**config.mk**
```make
export PLATFORM = sky130hd
export DESIGN_NAME = weather_sensor_frame_decoder
export DESIGN_NICKNAME = d
export VERILOG_FILES = /design/src/hdl/wsfd_pkg.sv /design/src/hdl/weather_sensor_frame_decoder.sv
export SDC_FILE = /design/constraint.sdc
export NUM_CORES = 1
export LEC_CHECK = 0
export BUFFER_PORTS_ARGS = -buffer_cell sky130_fd_sc_hd__buf_4
export CORE_MARGIN = 3
export CORE_UTILIZATION = 45
export CTS_CLUSTER_DIAMETER = 100
export DETAILED_ROUTE_END_ITERATION = 12
export GPL_TIMING_DRIVEN = 0
export HOLD_SLACK_MARGIN = 0.12
export PLACE_DENSITY = 0.6
export SLEW_MARGIN = 20
export SYNTH_ARGS = -nofsm -noshare
export SYNTH_HDL_FRONTEND = slang
export SYNTH_SLANG_ARGS = --single-unit
```
**constraint.sdc**
```tcl
create_clock -name clk -period 28.8 [get_ports clk]
set_clock_uncertainty 0.05 [all_clocks]
set_input_delay 1.44 -clock clk [delete_from_list [all_inputs] [get_ports clk]]
set_output_delay 1.44 -clock clk [all_outputs]
set_load 0.02 [all_outputs]
```
**src/hdl/wsfd_pkg.sv**
```systemverilog
// ----------------------------------------------------------------------------
// wsfd_pkg
// Types, constants and decode helpers for the weather sensor frame decoder.
// ----------------------------------------------------------------------------
package wsfd_pkg;

  localparam int FRAME_BYTES_DEF = 27;

  localparam logic [7:0] SYNC_RESET = 8'hD4;

  // configuration register indexes
  localparam logic REG_SYNC_VALUE = 1'b0;

  typedef enum logic [1:0] {
    ST_OK       = 2'd0,
    ST_SYNC     = 2'd1,
    ST_PARITY   = 2'd2,
    ST_CHECKSUM = 2'd3
  } status_t;

  typedef struct packed {
    logic [7:0] data_byte;
    logic       frame_start;
  } byte_req_t;

  typedef struct packed {
    status_t            status;
    logic [7:0]         station_id;
    logic signed [11:0] temperature_tenths;
    logic [7:0]         humidity_pct;
    logic [3:0]         wind_sector;
    logic [11:0]        gust_tenths;
    logic [10:0]        wind_avg_tenths;
    logic [10:0]        rain_tenths;
    logic               battery_good;
  } frame_result_t;

  function automatic logic [3:0] ones_in_byte(input logic [7:0] v);
    logic [3:0] n;
    n = '0;
    for (int i = 0; i < 8; i++) begin
      n = n + 4'(v[i]);
    end
    return n;
  endfunction

  // two nibbles of lo as ones and tens, low nibble of hi as hundreds
  function automatic logic [10:0] bcd3(input logic [7:0] lo, input logic [3:0] hi);
    return 11'(lo[3:0]) + 11'(lo[7:4]) * 11'd10 + 11'(hi) * 11'd100;
  endfunction

  function automatic logic [7:0] bcd2(input logic [7:0] v);
    return 8'(v[3:0]) + 8'(v[7:4]) * 8'd10;
  endfunction

endpackage

```
**src/hdl/weather_sensor_frame_decoder.sv**
```systemverilog
// ----------------------------------------------------------------------------
// weather_sensor_frame_decoder
// Checks and decodes one weather station radio frame, one byte per request.
// ----------------------------------------------------------------------------
// Takes one frame byte per unstalled clock: a sync byte, the check bytes, then
// the data bytes, each of which must be the bitwise inverse of its check byte.
// Every byte is handled in the cycle it is accepted, so a new byte can be taken
// on every unstalled clock; the rate is one byte per cycle, set by the single
// update of the check and field shift lines. The last byte of a frame pushes
// one result (status plus decoded fields, all zero on error) into a two-entry
// output buffer; input stalls only while both entries wait. frame_start
// restarts a frame and drops the partial one. sync_value sits at byte address 0.
module weather_sensor_frame_decoder #(
  parameter int FRAME_BYTES = wsfd_pkg::FRAME_BYTES_DEF
) (
  input  logic                    clk,
  input  logic                    rst,
  input  logic                    psel,
  input  logic                    penable,
  input  logic                    pwrite,
  input  logic [2:0]              paddr,
  input  logic [31:0]             pwdata,
  output logic [31:0]             prdata,
  output logic                    pready,
  input  logic                    byte_valid,
  output logic                    byte_stall,
  input  wsfd_pkg::byte_req_t     byte_req,
  output logic                    frame_valid,
  input  logic                    frame_stall,
  output wsfd_pkg::frame_result_t frame_result
);

  localparam int CHECK_COUNT = (FRAME_BYTES - 1) / 2;
  localparam int FIELD_COUNT = CHECK_COUNT - 1;
  localparam int POS_W       = $clog2(FRAME_BYTES);

  localparam logic [POS_W-1:0] POS_LAST       = POS_W'(FRAME_BYTES - 1);
  localparam logic [POS_W-1:0] POS_CHECK_LAST = POS_W'(CHECK_COUNT);
  localparam logic [POS_W-1:0] POS_DATA0      = POS_W'(CHECK_COUNT + 1);

  // configuration
  logic [7:0] sync_value;

  assign pready = 1'b1;

  always_ff @(posedge clk) begin
    if (rst) begin
      sync_value <= wsfd_pkg::SYNC_RESET;
    end else if (psel && penable && pwrite && paddr[2] == wsfd_pkg::REG_SYNC_VALUE) begin
      sync_value <= pwdata[7:0];
    end
  end

  always_comb begin
    prdata = '0;
    if (paddr[2] == wsfd_pkg::REG_SYNC_VALUE) begin
      prdata = {24'd0, sync_value};
    end
  end

  // frame state
  logic [POS_W-1:0] pos;
  logic [6:0]       ones_count;
  logic             sync_bad;
  logic             parity_bad;
  logic [7:0]       count_ref;
  logic [7:0]       chk [CHECK_COUNT];
  logic [7:0]       fld [FIELD_COUNT-1];

  logic             accept;
  logic             push;
  logic [POS_W-1:0] pos_cur;
  logic             is_check;
  logic             is_data;
  logic             is_field;
  logic             parity_next;
  logic [6:0]       ones_next;
  logic [7:0]       f [FIELD_COUNT];
  wsfd_pkg::frame_result_t res;

  logic                    v0, v1;
  wsfd_pkg::frame_result_t r0, r1;
  logic                    pop;

  assign byte_stall = v1;
  assign accept     = byte_valid && !byte_stall;
  assign pos_cur    = byte_req.frame_start ? '0 : pos;
  assign is_check   = (pos_cur != '0) && (pos_cur <= POS_CHECK_LAST);
  assign is_data    = pos_cur > POS_CHECK_LAST;
  assign is_field   = pos_cur > POS_DATA0;
  assign push       = accept && (pos_cur == POS_LAST);

  // while data bytes arrive, chk[0] is the check byte paired with the incoming data byte
  assign parity_next = parity_bad || ((chk[0] ^ byte_req.data_byte) != 8'hff);
  assign ones_next   = ones_count + 7'(wsfd_pkg::ones_in_byte(byte_req.data_byte));

  always_ff @(posedge clk) begin
    if (rst) begin
      pos        <= '0;
      ones_count <= '0;
      sync_bad   <= 1'b0;
      parity_bad <= 1'b0;
    end else if (accept) begin
      pos <= (pos_cur == POS_LAST) ? '0 : pos_cur + 1'b1;
      if (pos_cur == '0) begin
        sync_bad   <= byte_req.data_byte != sync_value;
        parity_bad <= 1'b0;
        ones_count <= '0;
      end else if (is_data) begin
        parity_bad <= parity_next;
        if (is_field) begin
          ones_count <= ones_next;
        end
      end
    end
  end

  always_ff @(posedge clk) begin
    if (accept && (is_check || is_data)) begin
      for (int i = 0; i < CHECK_COUNT - 1; i++) begin
        chk[i] <= chk[i+1];
      end
      chk[CHECK_COUNT-1] <= byte_req.data_byte;
    end
    if (accept && pos_cur == POS_W'(1)) begin
      count_ref <= ~byte_req.data_byte;
    end
    if (accept && is_field) begin
      for (int i = 0; i < FIELD_COUNT - 2; i++) begin
        fld[i] <= fld[i+1];
      end
      fld[FIELD_COUNT-2] <= byte_req.data_byte;
    end
  end

  // field bytes of the frame, the last one straight from the request
  always_comb begin
    for (int i = 0; i < FIELD_COUNT - 1; i++) begin
      f[i] = fld[i];
    end
    f[FIELD_COUNT-1] = byte_req.data_byte;
  end

  always_comb begin
    logic [10:0]        t_mag;
    logic signed [11:0] t_s;
    t_mag = wsfd_pkg::bcd3(f[6], f[7][3:0]);
    t_s   = signed'({1'b0, t_mag});
    res   = '0;
    priority if (sync_bad) begin
      res.status = wsfd_pkg::ST_SYNC;
    end else if (parity_next) begin
      res.status = wsfd_pkg::ST_PARITY;
    end else if ({1'b0, ones_next} != count_ref) begin
      res.status = wsfd_pkg::ST_CHECKSUM;
    end else begin
      res.status             = wsfd_pkg::ST_OK;
      res.station_id         = f[0];
      res.temperature_tenths = (f[11][3:0] != 4'd0) ? -t_s : t_s;
      res.humidity_pct       = wsfd_pkg::bcd2(f[8]);
      res.wind_sector        = f[3][7:4];
      res.gust_tenths        = {f[3][3:0], f[2]};
      res.wind_avg_tenths    = wsfd_pkg::bcd3(f[4], f[5][3:0]);
      res.rain_tenths        = wsfd_pkg::bcd3(f[9], f[10][3:0]);
      res.battery_good       = !f[11][7];
    end
  end

  // two-entry result buffer, r0 is the head
  assign pop          = v0 && !frame_stall;
  assign frame_valid  = v0;
  assign frame_result = r0;

  always_ff @(posedge clk) begin
    if (rst) begin
      v0 <= 1'b0;
      v1 <= 1'b0;
    end else if (pop) begin
      if (v1) begin
        r0 <= r1;
        v0 <= 1'b1;
        v1 <= push;
        if (push) begin
          r1 <= res;
        end
      end else begin
        v0 <= push;
        r0 <= res;
      end
    end else if (push) begin
      if (!v0) begin
        r0 <= res;
        v0 <= 1'b1;
      end else begin
        r1 <= res;
        v1 <= 1'b1;
      end
    end
  end

  a_skid_needs_head: assert property (@(posedge clk) disable iff (rst) v1 |-> v0)
    else $error("second result entry valid without head entry");

  a_pos_in_range: assert property (@(posedge clk) disable iff (rst)
    pos <= POS_LAST)
    else $error("byte position beyond frame");

  a_push_shows: assert property (@(posedge clk) disable iff (rst)
    (push && !v0) |=> frame_valid)
    else $error("result of last byte not presented");

  a_error_zero_fields: assert property (@(posedge clk) disable iff (rst)
    (frame_valid && frame_result.status != wsfd_pkg::ST_OK) |->
      (frame_result.station_id == 8'd0 && frame_result.gust_tenths == 12'd0 &&
       frame_result.battery_good == 1'b0 && frame_result.rain_tenths == 11'd0))
    else $error("fields not cleared on error status");

  a_new_frame_clears: assert property (@(posedge clk) disable iff (rst)
    (accept && pos_cur == '0) |=> (ones_count == 7'd0 && !parity_bad))
    else $error("frame state not cleared at frame start");

endmodule
```
* Yosys cells after proc, flatten, opt, wreduce, memory -nomap -nowiden
Memory sizes are Yosys's and may differ from the RTL's.
Index checks and enable logic that the tools add are counted.
** Operators by class
- $add $sub $neg :: 17
- Multipliers :: 7
- Order comparisons :: 3
- Eq/ne operators :: 8
- Multiplexer cells :: 35
- Bitwise logic cells :: 4
- Reduce and logical (&&, ||, !) cells :: 28
** Operators by type and width (number)
- 69-bit two-way mux :: 9
- 67-bit two-way mux :: 3
- 9-bit by 11-bit adder with 11-bit output :: 3
- 4-bit by 3-bit multiplier with 7-bit output, second input constant :: 4
- 4-bit by 8-bit adder with 9-bit output :: 3
- 4-bit by 5-bit multiplier with 9-bit output, second input constant :: 3
- 7-bit two-way mux :: 3
- 4-bit by 1-bit adder with 4-bit output :: 4
- 1-bit two-way mux :: 13
- 12-bit two-way mux :: 1
- 11-bit negator with 12-bit output :: 1
- 5-bit by 4-bit greater-than comparator with 1-bit output, second input constant :: 2
- 1-bit logical AND :: 10
- 5-bit two-way mux :: 2
- 4-bit by 8-bit adder with 8-bit output :: 1
- 8-bit two-way mux :: 1
- 7-bit by 8-bit != test with 1-bit output :: 1
- 8-bit != test :: 1
- 8-bit != test, second input constant :: 1
- 8-bit inverter :: 1
- 2-bit nonzero test :: 4
- 8-bit bitwise XOR :: 1
- 7-bit by 4-bit adder with 7-bit output :: 1
- 2-bit two-way mux :: 3
- 18 further kinds :: 26
** Storage, ports and cells
- Register bits :: 170
- Bits in writable memories :: 192
- Bits of input ports :: 51
- Output and inout port bits :: 104
- Logic and storage cells :: 130
- Memories :: 2
** Memories
- chk :: words 13, width 8, read ports 13, clocked after memory_dff 0, wr ports 13, RTL line weather_sensor_frame_decoder.sv:67 : logic [7:0] chk [CHECK_COUNT];
- fld :: words 11, width 8, read ports 11, clocked after memory_dff 0, wr ports 11, RTL line weather_sensor_frame_decoder.sv:68 : logic [7:0] fld [FIELD_COUNT-1];

* Depth between registers and ports, before layout
- Depth in word-level cells :: 15
- Gate-level depth with buffers :: 17
- Gate-level depth less buffers :: 14

* Worst setup path after synthesis
OpenSTA, ideal clock, no wires.
- Kind :: input to register
- Start point :: in byte_req[0] (netlist bit)
- End point :: reg ones_count[5]
- Setup time :: 0.070 ns
- Data arrival time :: 10.283 ns
- Data required time :: 28.680 ns
- Setup slack :: 18.396 ns
- Stages on the path :: 10
- Buffers on the path :: 1
- Path through :: clkbuf_1 nand2b_1 inv_1 ha_1 inv_1 a41oi_1 nor3_1 o21ai_0 or4b_2 a21oi_1
** On the way
- Cells in the longest elaborated chain, start to end :: 4
- Elaborated cells on any way between the ends :: 8
- Those cells by class :: order compare: 2; mux: 2; reduce/logical: 4
** Ends and longest elaborated chain
- start, declared :: RTL line weather_sensor_frame_decoder.sv:27 : input wsfd_pkg::byte_req_t byte_req,
- 5-bit two-way mux (*) :: RTL line weather_sensor_frame_decoder.sv:87 : assign pos_cur = byte_req.frame_start ? '0 : pos;
- 5-bit by 4-bit greater-than comparator with 1-bit output, or another cell as far along :: RTL line weather_sensor_frame_decoder.sv:90 : assign is_field = pos_cur > POS_DATA0;
- 2-bit nonzero test (no source line)
- 3-bit AND reduction (no source line)
- end signal, assigned :: RTL line weather_sensor_frame_decoder.sv:112 : ones_count <= ones_next;
- end, declared :: RTL line weather_sensor_frame_decoder.sv:63 : logic [6:0] ones_count;
Mark *: on every way between the ends. The rest lies on a longest branch, timed or not.
A chain may end at the register's enable or synchronous reset.

==> summary.md <==
| Metric | Value |
|---|---|
| Outcome | `complete, no violations` |
| RSZ-0062 raised after global routing | `false` |
| Final ANT Viol Nets | `0` |
| Mapped Cells | `around 1200` |
| IO buf count | `102` |
| Synth unique cells | `between 50 and 60` |
| CP endpoint kind | `flop` |
| Min Hold Slack | `approximately 370 ps` |
| Die width | `just under 200 um` |
| Commonest non-fill, non-tap cell in the layout | `edfxtp_1` |
| #FFs+latches synth | `approximately 360` |
| Post-synth top flop | `edfxtp_1` |
| Final worst path period share | `between 20% and 30%` |
| Fmax | `approximately 160 MHz` |
| Clk sink count | `362` |
| Sequential share of the synthesized area | `64.9%` |
| WP data required | `slightly below 30000 ps` |
| TritonCTS clock tree | `yes` |
| Cell Area, Synth | `16400 sq um` |
| Remaining Overflow, GRT | `0` |
| Least-Margin Pin Slew | `~1100 ps` |
| Vias per Instance | `just under 5` |
| Number of CTS-inserted buffers | `39` |
| Antenna violations before repair | `0` |
| Share of layout cells above drive strength 1 | `between 15 and 20%` |
| Post-route setup TNS | `0 ps` |
| Layout Nets | `between 1500 and 2000` |
| Synthesized-area fraction occupied by and/or/nand/nor cells | `7.81%` |
| Resize count post-CTS | `0` |
| Critical Path Fanout Max | `10` |
| Root buf cell | `clkbuf_16` |
| Hold path startpoint | `chk[0][56]` |
| Synth top area share | `approximately three fifths` |
| Dominant cells by area after synthesis | `edfxtp_1 (62%), ha_1 (7.3%), dfxtp_1 (2.9%)` |
| Static Leak | `approximately 7.5 nW` |
| Fraction of registers with async set/reset | `0%` |
| # setup viols final | `0` |
| Avg WL per Cell | `between 15 and 20 um` |
| Area Growth Syn to Fin | `18.1%` |
| Mux cell area share after synthesis | `0.130%` |
| CP Class | `in -> reg` |
| Clk buf depth | `3` |
| Syn avg cell area | `between 10 and 15 sq um` |
| Total power | `1.09 mW` |
| Adder-Cell Fraction of Synth Area | `under 10%` |
| Post-Synth XOR/XNOR Area | `slightly above 4%` |
| Num ports | `between 150 and 200` |
| Clk Latency, worst-skew pair | `about 520 ps` |
| Max VDD drop | `~0.000046 V` |
| Cell Rows | `slightly below 70` |
| Maximum capacitance violations | `0` |
| Die area | `between 30000 and 40000 sq um` |
| Clock transition at path regs | `roughly 60 ps` |
| Vias | `a little over 9000` |
| Final min period | `approximately 6100 ps` |
| Global-route wire length before repair | `around 50 mm` |
| GRT Total Usage | `16.3%` |
| Final hold vios | `0` |
| Fill cell count | `3018` |
| PwrDens | `56.5 nW/um^2` |
| Number of flops mapped to enable cells by yosys | `around 340` |
| DR iter-0 viols | `517` |
| Worst path arrival time | `between 6000 and 7000 ps` |
| Core area | `between 30000 and 40000 sq um` |
| Die Y-Extent | `slightly below 200 um` |
| Cell taking the most area after synthesis | `edfxtp_1` |
| Final Non-Filler Cells | `around 1800` |
| Largest net degree at the start of global routing | `30` |
| Post-CTS setup buffers | `0` |
| DR pass1 iterations | `5` |
| Largest family of logic cells by synthesized area | `adder cells` |
| Wirelength, routed | `approximately 31 mm` |
| Detailed Place HPWL | `22.2 mm` |
| Synth warn | `0` |
| DRC errors left | `0` |
| Post-layout util | `54.1%` |
| Placed Cells incl. Taps | `~1800` |
| Commonest cells after routing, fill and taps aside | `edfxtp_1 (338), buf_4 (143), nand2_1 (106)` |
| Final-report max-slew violation count | `0` |
| Hold Crit Class | `reg -> reg` |
| Diode count | `0` |
| Setup crit start | `byte_req[1]` |
| Type of origin of the critical path | `input port` |
| Slew margin rel. | `between 20% and 30%` |
| RR Startpoint | `ones_count[0]` |
| Post-cts hold buffer count | `0` |
| CTS H-Tree Depth | `2` |
| Post-synthesis compound-gate area fraction | `roughly 8.8%` |
| Starting Density | `45.8%` |
| Vias in the first global route | `9274` |
| Placer Congestion | `roughly 0.80` |
-- flip-flops by register name (all words and copies together) (netlist names) --
signal / flops
parity_bad: 1
frame_result: 69
ones_count: 7
r1: 69
sync_bad: 1
chk: 104
pos: 5
frame_valid: 1
byte_stall: 1
count_ref: 8
fld: 88
sync_value: 8
-- report_power, final --
group / switching, mW / internal (mW) / leakage (nW)
logic: 0.0205 / 0.0140 / 3.55
registers: 0.00181 / 0.573 / 3.37
clock network: 0.197 / 0.286 / 0.591
total: 0.219 / 0.874 / 7.51
-- cells in the mapped netlist (2+ instances only) --
cell,number
fa_1,22
buf_4,25
ha_1,95
or3_1,4
or4_1,4
nor3_1,14
o21a_1,4
a21oi_1,39
o31ai_1,40
dfxtp_1,24
nand4_1,2
nor2_1,100
nand2b_1,9
a221oi_1,2
xor2_1,37
nand3b_1,4
o2111ai_1,2
nor3b_1,2
edfxtp_1,338
nand2_1,106
a211oi_1,3
clkbuf_1,31
a21o_1,12
nor2b_1,22
nand3_1,10
nor4_1,5
o31ai_2,10
o41ai_1,2
o21ai_0,14
o31ai_4,20
xnor2_1,36
buf_1,4
inv_1,93
a31oi_1,6
conb_1,2
and2_1,2
buf_6,4
-- worst max-delay path: stages --
cell,delay (ps)
buf_4,160
fa_1,540
inv_1,50
fa_1,470
fa_1,510
fa_1,190
inv_1,60
fa_1,410
a21o_1,220
a21o_1,220
a211oi_1,250
a211oi_2,90
o2111ai_1,500
clkbuf_1,520
clkbuf_1,530
nor2_1,120
-- final timing paths --
| path | to | slack, ps | cells past startpoint |
|---|---|---|---|
| max | r1[63] | 22700 | 16 |
| min | chk[0][48] | 370 | 0 |
| max reg2reg | r1[63] | 23980 | 14 |
| min reg2reg | chk[0][48] | 370 | 0 |
-- metrics by stage --
step	setup WS [ps]	cell area, sq um
final	22700	19400
after global routing	22360	19400
after CTS	22690	19400
after detailed placement	22150	18100
after global placement	14400	17800
after floorplan	18400	16500
-- cell families after synthesis --
| group | count (synthesis) |
|---|---|
| adders and majority gates | 117 |
| buffers and inverters | 157 |
| DFF | 362 |
| and+or+nand+nor | 288 |
| xor gates and xnor gates | 74 |
| other | 2 |
| muxes | 2 |
| AOI/OAI and AO/OA | 164 |
-- metal layers --
layer / part of all wire, % / vias to the layer above / global-route usage [%]
li1: - / 4517 / -
met1: 44 / 4434 / 21.7
met4: 2.0 / 0 / 4.14
met5: 0 / - / 0
met3: 3.5 / 43 / 2.50
met2: 50 / 171 / 28.3
-- layout make-up --
class	count	area [sq um]	share of cell area, %
Buffer	64	365	1.89
Clock buffer	47	1050	5.42
Clock inverter	21	188	0.970
Inverter	93	349	1.80
Multi-Input combinational cell	670	5150	26.6
Sequential cell	362	10600	54.9
Tap cell	461	577	2.98
Timing Repair Buffer	126	1040	5.39
(Power assumes the default switching activity.)
